<file path="src/rtl/mpd_pkg.sv">
// ----------------------------------------------------------------------------
// mpd_pkg
// shared types and constants for the min partition difference core
// ----------------------------------------------------------------------------
package mpd_pkg;

  localparam int DEF_MAX_ITEMS   = 16;
  localparam int DEF_WEIGHT_BITS = 30;

  // fixed field widths of the two channels
  localparam int IN_WEIGHT_W = 30;
  localparam int OUT_DIFF_W  = 34;
  localparam logic [OUT_DIFF_W-1:0] OUT_DIFF_MAX = '1;

  // entries of the queue between front and back, power of two
  localparam int QUEUE_DEPTH = 2;

  typedef struct packed {
    logic [IN_WEIGHT_W-1:0] weight;
    logic                   last_weight;
  } in_beat_t;

  typedef struct packed {
    logic [OUT_DIFF_W-1:0] min_difference;
    logic                  overflow;
  } out_beat_t;

  // classified item handed from front to back
  typedef struct packed {
    in_beat_t beat;
    logic     keep;   // weight goes into the store
    logic     ovf;    // a weight of this set was dropped so far
  } token_t;

  typedef enum logic [1:0] {
    B_IDLE,
    B_SEARCH,
    B_DONE
  } back_state_t;

endpackage

</file>
<file path="src/rtl/min_partition_difference_core.sv">
// ----------------------------------------------------------------------------
// min_partition_difference_core
// smallest two-way split difference of a weight set, exhaustive gray-code walk
// ----------------------------------------------------------------------------
// result path: the last weight beat of an N-weight set goes through the queue hop,
//   the search over all 2^N subsets and the done state before the result shows
// throughput: weight beats move at one per cycle while the back end loads; a set
//   then holds the back end during its search, the queue fills and full stalls
// reset: synchronous, active low; clears counters, queue and result valid flag,
//   the weight store is left as is and only read after being written
// ----------------------------------------------------------------------------
module min_partition_difference_core import mpd_pkg::*; #(
  parameter int MAX_ITEMS   = DEF_MAX_ITEMS,
  parameter int WEIGHT_BITS = DEF_WEIGHT_BITS
) (
  input  logic      clk,
  input  logic      rst_n,
  // weight beats
  input  logic      push,
  output logic      full,
  input  in_beat_t  in_data,
  // result beats
  output logic      empty,
  input  logic      pop,
  output out_beat_t out_data
);

  // front to queue
  logic   fq_wr;
  token_t fq_token;
  logic   fq_full;

  // queue to back
  logic   qb_rd;
  token_t qb_token;
  logic   qb_empty;

  // back to result register
  logic      res_valid;
  out_beat_t res_data;
  logic      res_ready;

  // output register keeps the result while the back end takes the next set
  logic      out_valid_r;
  out_beat_t out_data_r;

  // front: accept beats, count and mark dropped weights
  mpd_front #(
    .MAX_ITEMS (MAX_ITEMS)
  ) u_front (
    .clk     (clk),
    .rst_n   (rst_n),
    .push    (push),
    .in_data (in_data),
    .q_full  (fq_full),
    .full    (full),
    .q_wr    (fq_wr),
    .q_token (fq_token)
  );

  // decoupling queue so the front can take beats during a search until it fills
  mpd_fifo #(
    .DEPTH (QUEUE_DEPTH)
  ) u_fifo (
    .clk     (clk),
    .rst_n   (rst_n),
    .wr_en   (fq_wr),
    .wr_data (fq_token),
    .full    (fq_full),
    .rd_en   (qb_rd),
    .rd_data (qb_token),
    .empty   (qb_empty)
  );

  // back: weight store and subset search
  mpd_back #(
    .MAX_ITEMS   (MAX_ITEMS),
    .WEIGHT_BITS (WEIGHT_BITS)
  ) u_back (
    .clk       (clk),
    .rst_n     (rst_n),
    .q_empty   (qb_empty),
    .q_token   (qb_token),
    .q_rd      (qb_rd),
    .res_valid (res_valid),
    .res_data  (res_data),
    .res_ready (res_ready)
  );

  // register is free when empty or being popped this cycle
  assign res_ready = !out_valid_r || pop;

  always_ff @(posedge clk) begin
    if (res_valid && res_ready) begin
      out_data_r <= res_data;
    end
  end

  always_ff @(posedge clk) begin
    if (!rst_n) begin
      out_valid_r <= 1'b0;
    end else if (res_valid && res_ready) begin
      out_valid_r <= 1'b1;
    end else if (pop) begin
      out_valid_r <= 1'b0;
    end
  end

  assign empty    = !out_valid_r;
  assign out_data = out_data_r;

endmodule

</file>
<file path="src/rtl/mpd_front.sv">
// ----------------------------------------------------------------------------
// mpd_front
// accepts weights, tracks fill level and drop status of the current set
// ----------------------------------------------------------------------------
module mpd_front import mpd_pkg::*; #(
  parameter int MAX_ITEMS = DEF_MAX_ITEMS
) (
  input  logic     clk,
  input  logic     rst_n,
  input  logic     push,
  input  in_beat_t in_data,
  input  logic     q_full,
  output logic     full,
  output logic     q_wr,
  output token_t   q_token
);

  localparam int CNT_W = $clog2(MAX_ITEMS + 1);

  logic [CNT_W-1:0] cnt_r, cnt_nxt;
  logic             ovf_r, ovf_nxt;
  logic             keep;

  assign full = q_full;
  assign q_wr = push && !q_full;
  assign keep = cnt_r < CNT_W'(MAX_ITEMS);

  assign q_token.beat = in_data;
  assign q_token.keep = keep;
  assign q_token.ovf  = ovf_r || !keep;

  always_comb begin
    cnt_nxt = cnt_r;
    ovf_nxt = ovf_r;
    if (q_wr) begin
      if (in_data.last_weight) begin
        cnt_nxt = '0;
        ovf_nxt = 1'b0;
      end else if (keep) begin
        cnt_nxt = cnt_r + CNT_W'(1);
      end else begin
        ovf_nxt = 1'b1;
      end
    end
  end

  always_ff @(posedge clk) begin
    if (!rst_n) begin
      cnt_r <= '0;
      ovf_r <= 1'b0;
    end else begin
      cnt_r <= cnt_nxt;
      ovf_r <= ovf_nxt;
    end
  end

endmodule

</file>
<file path="src/rtl/mpd_fifo.sv">
// ----------------------------------------------------------------------------
// mpd_fifo
// short queue of classified items between front and back
// ----------------------------------------------------------------------------
module mpd_fifo import mpd_pkg::*; #(
  parameter int DEPTH = QUEUE_DEPTH
) (
  input  logic   clk,
  input  logic   rst_n,
  input  logic   wr_en,
  input  token_t wr_data,
  output logic   full,
  input  logic   rd_en,
  output token_t rd_data,
  output logic   empty
);

  localparam int PTR_W = (DEPTH > 1) ? $clog2(DEPTH) : 1;
  localparam int CNT_W = $clog2(DEPTH + 1);

  token_t           mem [DEPTH];
  logic [PTR_W-1:0] wr_ptr_r, rd_ptr_r;
  logic [CNT_W-1:0] cnt_r;
  logic             do_wr, do_rd;

  assign full    = cnt_r == CNT_W'(DEPTH);
  assign empty   = cnt_r == '0;
  assign do_wr   = wr_en && !full;
  assign do_rd   = rd_en && !empty;
  assign rd_data = mem[rd_ptr_r];

  always_ff @(posedge clk) begin
    if (do_wr) begin
      mem[wr_ptr_r] <= wr_data;
    end
  end

  always_ff @(posedge clk) begin
    if (!rst_n) begin
      wr_ptr_r <= '0;
      rd_ptr_r <= '0;
      cnt_r    <= '0;
    end else begin
      if (do_wr) begin
        wr_ptr_r <= (wr_ptr_r == PTR_W'(DEPTH - 1)) ? '0 : wr_ptr_r + PTR_W'(1);
      end
      if (do_rd) begin
        rd_ptr_r <= (rd_ptr_r == PTR_W'(DEPTH - 1)) ? '0 : rd_ptr_r + PTR_W'(1);
      end
      if (do_wr && !do_rd) begin
        cnt_r <= cnt_r + CNT_W'(1);
      end else if (do_rd && !do_wr) begin
        cnt_r <= cnt_r - CNT_W'(1);
      end
    end
  end

endmodule

</file>
<file path="src/rtl/mpd_back.sv">
// ----------------------------------------------------------------------------
// mpd_back
// weight store and gray-code subset search, one subset per cycle
// ----------------------------------------------------------------------------
module mpd_back import mpd_pkg::*; #(
  parameter int MAX_ITEMS   = DEF_MAX_ITEMS,
  parameter int WEIGHT_BITS = DEF_WEIGHT_BITS
) (
  input  logic      clk,
  input  logic      rst_n,
  input  logic      q_empty,
  input  token_t    q_token,
  output logic      q_rd,
  output logic      res_valid,
  output out_beat_t res_data,
  input  logic      res_ready
);

  localparam int CNT_W  = $clog2(MAX_ITEMS + 1);
  localparam int IDX_W  = (MAX_ITEMS > 1) ? $clog2(MAX_ITEMS) : 1;
  localparam int SUM_W  = WEIGHT_BITS + $clog2(MAX_ITEMS + 1);
  localparam int RUN_W  = SUM_W + 1;
  localparam int STEP_W = MAX_ITEMS + 1;
  localparam int EXT_W  = (SUM_W > OUT_DIFF_W) ? SUM_W : OUT_DIFF_W;

  logic [WEIGHT_BITS-1:0] store [MAX_ITEMS];

  back_state_t       state_r, state_nxt;
  logic [CNT_W-1:0]  wr_idx_r, wr_idx_nxt;
  logic [CNT_W-1:0]  n_r, n_nxt;
  logic [SUM_W-1:0]  sum_r, sum_nxt;
  logic [SUM_W-1:0]  best_r, best_nxt;
  logic [RUN_W-1:0]  run_r, run_nxt;
  logic [STEP_W-1:0] step_r, step_nxt;
  logic [MAX_ITEMS-1:0] members_r, members_nxt;
  logic              cmp_valid_r, cmp_valid_nxt;
  logic              ovf_r, ovf_nxt;

  logic                   upd_en;
  logic                   start;
  logic [WEIGHT_BITS-1:0] w_in;
  logic [SUM_W-1:0]       set_sum;
  logic [STEP_W-1:0]      step_lim;
  logic                   step_end;
  logic [IDX_W-1:0]       flip_idx;
  logic [WEIGHT_BITS-1:0] flip_w;
  logic [RUN_W-1:0]       flip_w2;
  logic [RUN_W-1:0]       run_neg;
  logic [SUM_W-1:0]       run_abs;
  logic [EXT_W-1:0]       best_ext;

  assign w_in     = WEIGHT_BITS'(q_token.beat.weight);
  assign step_lim = STEP_W'(1) << n_r;
  assign step_end = step_r == step_lim;
  assign start    = q_rd && q_token.beat.last_weight;

  // lowest set bit of the step count picks the weight that moves
  always_comb begin
    flip_idx = '0;
    for (int i = MAX_ITEMS - 1; i >= 0; i--) begin
      if (step_r[i]) begin
        flip_idx = IDX_W'(i);
      end
    end
  end

  assign flip_w  = store[flip_idx];
  assign flip_w2 = RUN_W'({flip_w, 1'b0});
  assign run_neg = -run_r;
  assign run_abs = run_r[RUN_W-1] ? run_neg[SUM_W-1:0] : run_r[SUM_W-1:0];

  // next state
  always_comb begin
    state_nxt = state_r;
    case (state_r)
      B_IDLE: begin
        if (start) begin
          state_nxt = B_SEARCH;
        end
      end
      B_SEARCH: begin
        if (step_end) begin
          state_nxt = B_DONE;
        end
      end
      B_DONE: begin
        if (res_ready) begin
          state_nxt = B_IDLE;
        end
      end
      default: state_nxt = B_IDLE;
    endcase
  end

  // outputs
  always_comb begin
    q_rd      = 1'b0;
    upd_en    = 1'b0;
    res_valid = 1'b0;
    case (state_r)
      B_IDLE:   q_rd      = !q_empty;
      B_SEARCH: upd_en    = !step_end;
      B_DONE:   res_valid = 1'b1;
      default: ;
    endcase
  end

  // datapath next values
  always_comb begin
    wr_idx_nxt    = wr_idx_r;
    n_nxt         = n_r;
    sum_nxt       = sum_r;
    best_nxt      = best_r;
    run_nxt       = run_r;
    step_nxt      = step_r;
    members_nxt   = members_r;
    ovf_nxt       = ovf_r;
    cmp_valid_nxt = upd_en;
    set_sum       = sum_r + (q_token.keep ? SUM_W'(w_in) : '0);

    if (q_rd) begin
      if (q_token.beat.last_weight) begin
        n_nxt       = wr_idx_r + (q_token.keep ? CNT_W'(1) : '0);
        run_nxt     = -RUN_W'(set_sum);
        best_nxt    = set_sum;
        step_nxt    = STEP_W'(1);
        members_nxt = '0;
        ovf_nxt     = q_token.ovf;
        sum_nxt     = '0;
        wr_idx_nxt  = '0;
      end else begin
        sum_nxt = set_sum;
        if (q_token.keep) begin
          wr_idx_nxt = wr_idx_r + CNT_W'(1);
        end
      end
    end

    if (upd_en) begin
      members_nxt[flip_idx] = !members_r[flip_idx];
      run_nxt  = members_r[flip_idx] ? run_r - flip_w2 : run_r + flip_w2;
      step_nxt = step_r + STEP_W'(1);
    end

    // compare uses the running difference in the cycle after it is updated
    if (cmp_valid_r && run_abs < best_r) begin
      best_nxt = run_abs;
    end
  end

  always_ff @(posedge clk) begin
    if (q_rd && q_token.keep) begin
      store[wr_idx_r[IDX_W-1:0]] <= w_in;
    end
  end

  always_ff @(posedge clk) begin
    if (!rst_n) begin
      state_r     <= B_IDLE;
      wr_idx_r    <= '0;
      n_r         <= '0;
      sum_r       <= '0;
      best_r      <= '1;
      run_r       <= '0;
      step_r      <= '0;
      members_r   <= '0;
      cmp_valid_r <= 1'b0;
      ovf_r       <= 1'b0;
    end else begin
      state_r     <= state_nxt;
      wr_idx_r    <= wr_idx_nxt;
      n_r         <= n_nxt;
      sum_r       <= sum_nxt;
      best_r      <= best_nxt;
      run_r       <= run_nxt;
      step_r      <= step_nxt;
      members_r   <= members_nxt;
      cmp_valid_r <= cmp_valid_nxt;
      ovf_r       <= ovf_nxt;
    end
  end

  // saturate to the result field
  assign best_ext = EXT_W'(best_r);
  assign res_data.min_difference = (best_ext > EXT_W'(OUT_DIFF_MAX)) ?
                                   OUT_DIFF_MAX : best_ext[OUT_DIFF_W-1:0];
  assign res_data.overflow = ovf_r;

endmodule
</file>
<file path="config.mk">
export PLATFORM = sky130hd
export DESIGN_NAME = min_partition_difference_core
export DESIGN_NICKNAME = d
export VERILOG_FILES = /design/src/rtl/mpd_pkg.sv /design/src/rtl/min_partition_difference_core.sv /design/src/rtl/mpd_front.sv /design/src/rtl/mpd_fifo.sv /design/src/rtl/mpd_back.sv
export SDC_FILE = /design/constraint.sdc
export NUM_CORES = 1
export LEC_CHECK = 0
export ABC_AREA = 0
export BUFFER_PORTS_ARGS = -buffer_cell sky130_fd_sc_hd__buf_2
export CORE_ASPECT_RATIO = 1.2
export CORE_MARGIN = 5
export CORE_UTILIZATION = 63
export DETAILED_ROUTE_END_ITERATION = 12
export MAX_ROUTING_LAYER = met4
export PLACE_DENSITY = 0.79
export SLEW_MARGIN = 20
export SYNTH_ARGS = -nofsm -noshare
export SYNTH_HDL_FRONTEND = slang
export SYNTH_SLANG_ARGS = --single-unit
</file>
<file path="constraint.sdc">
create_clock -name clk -period 8.13 [get_ports clk]
set_clock_uncertainty 0.1 [all_clocks]
set_input_delay 0.4065 -clock clk [delete_from_list [all_inputs] [get_ports clk]]
set_output_delay 0.4065 -clock clk [all_outputs]
set_load 0.01 [all_outputs]
</file>
-- Word level (Yosys, flattened, before mapping)
Memory sizes are Yosys's and may differ from the RTL's. A register that Yosys moved wholly into a read port is not among the register bits.
Cells that the tools add are included.
- add/sub/neg operators: 13
- $lt $le $gt $ge: 5
- equal/unequal tests: 8
- shifts and indexed selects: 1
- multiplexer cells: 63
- reduce and logical (&&, ||, !) cells: 37
- operators with widths (cell ; count):
    $mux 35 ; 5
    $mux 36 ; 4
    $mux 4 ; 16
    $mux 17 ; 3
    $mux 16 ; 3
    $add 36x31->36 ; 1
    $neg 35->36 ; 1
    $sub 36x31->36 ; 1
    $add 35x35->35 ; 1
    $gt 35x34->1 const B ; 1
    $lt 35x35->1 ; 1
    $neg 35->35 ; 1
    $mux 30 ; 1
    $mux 5 ; 4
    $mux 1 ; 18
    $add 17x1->17 const B ; 1
    $eq 17x17->1 ; 1
    $shl 1x5->17 const A ; 1
    $bwmux 16 ; 1
    $reduce_bool 2->1 ; 8
    $reduce_and 2->1 ; 6
    $add 5x1->5 const B ; 2
    $logic_and 1x1->1 ; 10
    $mux 2 ; 5
    other kinds (18) ; 31
- flip-flop bits (word level): 199
- memory bits (writable): 546
- bits of input ports: 35
- output and inout port bits: 37
- word-level logic and storage cells: 147
- memories kept: 2
- memory list (memory ; depth ; bits a word ; rd ports ; clocked after memory_dff ; write ports ; line ; RTL):
    u_back.store ; 16 ; 30 ; 1 ; 0 ; 1 ; mpd_back.sv:26 ; logic [WEIGHT_BITS-1:0] store [MAX_ITEMS];
    u_fifo.mem ; 2 ; 33 ; 1 ; 1 ; 1 ; mpd_fifo.sv:21 ; token_t mem [DEPTH];

-- Depth between registers and ports, before layout
- depth in word-level cells: 22
- gate-level depth with buffers: 34
- gate-level depth less buffers: 29

-- Modules after synthesis
From an unflattened synthesis, not the netlist that was laid out.
- cells, all modules: 3385
- area, all modules: 37169.4 sq um
- by module, submodules not included (module ; times used ; cells each ; area an instance (sq um) ; sequential area each (sq um)):
    mpd_back ; 1 ; 3147 ; 32897.8 ; 17476.8
    mpd_fifo ; 1 ; 128 ; 2607.5 ; 2082.0
    min_partition_difference_core ; 1 ; 41 ; 1112.3 ; 1071.0
    mpd_front ; 1 ; 69 ; 551.8 ; 120.1

-- Least setup slack after synthesis
OpenSTA, ideal clock, no wires.
- kind: register to register
- start point: register u_back.step_r[5]
- end point: register u_back.run_r[31]
- setup time: 0.120 ns
- data arrival time: 6.384 ns
- data required time: 7.910 ns
- slack: 1.526 ns
- cell stages (with the launch flop): 32
- buffers on the path: 3
- clock period less this slack: 6.604 ns
- cell sequence: dfxtp_1 > buf_4 > or4_1 > o21ai_2 > buf_2 > buf_1 > mux2i_1 > o221ai_1 > a211oi_1 > nand3_1 > inv_1 > ha_1 > inv_1 > nor3_2 > nand2_1 > nor3_1 > a21oi_1 > xnor2_1 > ha_1 > a21oi_1 > o21ai_0 > o41ai_1 > o21ai_0 > a21oi_1 > nand2_1 > and4_1 > a2111oi_0 > o21ai_0 > a31oi_1 > xor2_1 > nor2_1 > o31a_1
- cells in the longest elaborated chain, start to end: 10
- elaborated cells on any way between the ends: 19
- those cells by class: add/sub (2); eq/ne (1); mux (11); reduce/logical (4); memory (1)
- RTL lines (item ; line ; RTL):
    start, declared ; mpd_back.sv:34 ; logic [STEP_W-1:0] step_r, step_nxt;
    start signal, assigned ; mpd_back.sv:176 ; step_r <= step_nxt;
    $mux 4 (6 in a row) ; mpd_back.sv:61 ; if (step_r[i]) begin
    $mem_v2 16x30 or $bmux 1 s4 (tied branches) ; - ;
    $add 36x31->36, or another cell as far along ; mpd_back.sv:141 ; run_nxt = members_r[flip_idx] ? run_r - flip_w2 : run_r + flip_w2;
    $mux 36 ; mpd_back.sv:141 ;
    $mux 36 ; mpd_back.sv:139 ; if (upd_en) begin
    end signal, assigned ; mpd_back.sv:175 ; run_r <= run_nxt;
    end, declared ; mpd_back.sv:33 ; logic [RUN_W-1:0] run_r, run_nxt;
Parallel ways exist; a longest one is shown, timed or not. The select of a mux whose other input is x is not followed.
A chain may end at the register's enable or synchronous reset.

-- Worst setup path in the final report
- start point: register u_back.step_r[2]
- end point: register u_back.run_r[31]
- cells in the longest elaborated chain, start to end: 7
- elaborated cells on any way between the ends: 16
- those cells by class: add/sub (2); eq/ne (1); mux (8); reduce/logical (4); memory (1)
- RTL lines (item ; line):
    $mux 4 (3 in a row) ; mpd_back.sv:61
    $mem_v2 16x30 or $bmux 1 s4 (tied branches) ; -
    $add 36x31->36, or another cell as far along ; mpd_back.sv:141
    $mux 36 ; mpd_back.sv:141
    $mux 36 ; mpd_back.sv:139
Parallel ways exist; a longest one is shown, timed or not. The select of a mux whose other input is x is not followed.

==> flow_summary.toml <==
[run_status]
status = "completed"

[final_layout]
final_nets = 3493
drive_above_1_share_pct = 12.0
syn_to_final_growth_pct = 10.9
final_common_cell = "edfxtp_1"
final_cell_mix = "581 x edfxtp_1, 349 x nand2_1, 298 x a21oi_1"
final_util_pct = 70.7
fin_cells = 4138
fin_area_um2 = 40600

[sta]
post-route-period-util_pct = 93.3
rsz0062_at_grt = "false"
hold_violations = 0
hold_slack_ns = 0.0402
tightest_slew_ns = 1.03
tns_ns = 0
finalCriticalPeriod_ns = 7.59
slew_viol_final = 0
fmax_ghz = 0.132
setup_viol = 0
slew_headroom_pct = 30.0

[clock_network]
cts_buffer_depth = 3
htree_levels = 3
cts_tree = "yes"
cts_buffers = 73
root_buffer = "clkbuf_16"
clk_pin_slew_worst_paths_ns = 0.06
cts_setup_buffers = 0
clock_sinks = 746
clk_latency_ns = 0.64

[yosys]
syn_avg_cell_area_um2 = 11.2
ys_seq_area_share_pct = 56.7
synth_edf_count = 581
muxShareOfSynthArea_pct = 4.95
postSynth.asyncResetShare_pct = 0
synth_top_flop_cell = "edfxtp_1"
synth.distinct_cells = 103
synth_nets = 3426
synth_xor_area_share_pct = 4.09
synth_warnings = 0
synth_top_family_by_area = "compound AO/OA/AOI/OAI gates"
synth_compound_gate_area_share_pct = 13.8
syn_inst = 3279
syn_area_um2 = 36600
yosys.area_share.simple_pct = 13.6
synth-seq-cells = 746
yosys.area_share.adder_pct = 3.87

[placed_design]
dp_cells = 3975
dpl.hpwl_mm = 68.0
placed_area_um2 = 37900
io_buffers = 71
gp_congestion = 0.949

[routing]
vias = 27600
ant_nets = 0
wl_per_cell_um = 25.5
remaining_drc_errors = 0
drt_iter0_markers = 3509
dr.pass1.iters = 7
wirelength_mm = 105
viasPerCell = 6.66

[pwr]
p_comb_share_pct = 39.6
leakage_nw = 14.9
p_switching_w = 0.00532
p_sw_share_pct = 38.2
pwr-share-seq_pct = 35.8
power.internal_w = 0.00860
ir_drop_mv = 0.299
p_per_area_nw_per_um2 = 343
power_frac_clock_pct = 24.6

[global_routing]
grt_use_total_pct = 33.6
antenna_found_initial = 5
grt_pass1_vias = 27000
grt_overflow_total = 0
grt_pass1_wl_mm = 158
grt_max_degree = 99

[worst_setup_path]
cp-end-kind = "register"
startpoint_type = "register"
critPathMaxFanout = 39
required_ns = 8.55
worstSetupPathType = "reg -> reg"
arrival_ns = 8.00

[floorplanning]
die_area_um2 = 63000
rows = 96
ios = 72
start_util_pct = 63.8
core_um2 = 57400
dieHeight_um = 274
die_w_um = 230

[run]
maxCapViolCount = 0

[min_path]
hold_path_class = "in -> reg"
[worst paths after layout]
path / from / end / slack, ns / depth (start not counted)
min: pop / out_valid_r / 0.04 / 3
max: u_back.step_r[2] / u_back.run_r[31] / 0.54 / 27
min reg2reg: u_back.ovf_r / out_data[0] / 0.34 / 0
max reg2reg: u_back.step_r[2] / u_back.run_r[31] / 0.54 / 27
[cells in the mapped netlist, drive strengths merged (9+ instances only)]
master / count / area share, %
edfxtp: 581 / 48
a21oi: 299 / 4.1
mux2: 81 / 2.5
and3: 22 / 0.38
inv: 74 / 0.76
nor3: 39 / 0.57
a311oi: 9 / 0.22
clkbuf: 127 / 1.3
a31oi: 22 / 0.39
and2: 41 / 0.70
mux2i: 90 / 2.5
a221o: 12 / 0.33
o22ai: 19 / 0.32
xor2: 61 / 1.5
ha: 110 / 3.8
o31ai: 23 / 0.51
nand4: 47 / 0.80
buf: 60 / 0.97
nor4: 35 / 1.0
or3: 24 / 0.44
a221oi: 18 / 0.45
or2: 15 / 0.26
nand3: 76 / 1.1
a21o: 29 / 0.59
or4: 19 / 0.40
nand2b: 26 / 0.44
nor2: 272 / 2.8
o21a: 12 / 0.25
xnor2: 109 / 2.6
a211oi: 35 / 0.76
nor2b: 23 / 0.39
o21ai: 170 / 2.4
o211ai: 34 / 0.74
dfxtp: 165 / 9.0
a22oi: 38 / 0.78
nand2: 351 / 3.6
[kinds of logic after synthesis]
family,Yosys count
muxes,171
buffers and inverters,263
AOI/OAI and AO/OA,799
DFF,746
adders and majority gates,112
and+or+nand+nor,1018
xor gates and xnor gates,170
[metrics by stage]
stage / power, W / worst slack (ns)
detailed placement: 0.0104 / 0.632
CTS: 0.0138 / 0.575
global placement: 0.0102 / 0.787
floorplan: 0.00886 / 1.53
finish: 0.0139 / 0.541
global route: 0.0146 / 0.0446
[power by group through the flow]
stage	logic, W	registers (W)	clock network, W
CTS	0.00541	0.00497	0.00344
floorplan	0.00391	0.00495	0
global route	0.00597	0.00501	0.00362
global placement	0.00522	0.00503	0
finish	0.00551	0.00498	0.00343
detailed placement	0.00537	0.00505	0
[state kept, by name, indices dropped and copies added (netlist names), 2 cells and up, named ones only]
name	cells
out_data	35
u_back.best_ext	35
u_back.members_r	16
u_back.n_r	5
u_back.run_r	36
u_back.state_r	2
u_back.step_r	17
u_back.store	480
u_back.sum_r	35
u_back.wr_idx_r	5
u_fifo.cnt_r	2
u_fifo.mem	66
u_front.cnt_r	5
[layer usage]
layer,track usage (%),share of wire [%],up-vias
met3,5.22,9.2,385
met1,40.5,37,13300
met2,54.8,48,1549
met5,-,0,-
met4,18.2,6.2,0
li1,-,-,12300
[cell type report]
| cell class | instances | area (um^2) |
|---|---|---|
| flip-flops and latches | 746 | 20800 |
| fillers | 4017 | 16800 |
| multi-input cells | 2270 | 14900 |
| clock buffers | 93 | 1990 |
| repair buffers | 179 | 1280 |
| well taps | 735 | 920 |
| clock inverters | 36 | 407 |
| inverters | 76 | 285 |
| diodes | 3 | 7.51 |
[worst max-delay path, stage by stage, from the launching register on]
cell	delay, ns
dfxtp_1	0.61
nor2b_1	0.13
or4_1	0.58
o21ai_4	0.28
buf_4	0.48
mux2i_1	0.24
o21ai_0	0.10
a311oi_1	0.28
nand4_1	0.24
nor4_2	0.34
nand3_2	0.31
o41ai_1	0.50
xor2_1	0.21
ha_1	0.32
a22oi_1	0.22
nand2_1	0.11
o32ai_1	0.28
a21oi_1	0.16
nand4_1	0.13
nand2_1	0.08
and4_1	0.21
a2111oi_0	0.40
buf_4	0.19
o21ai_0	0.14
a31oi_1	0.31
xor2_1	0.18
nor2_1	0.05
o31a_1	0.26
[timing repair]
item                                   in CTS  in global routing
setup endpoints to repair                   0                  1
endpoints found under the hold margin      62                  0
hold buffers                               31                  0
gates resized for setup                     0                  1
No activity file was read; power rests on OpenSTA's default activity.
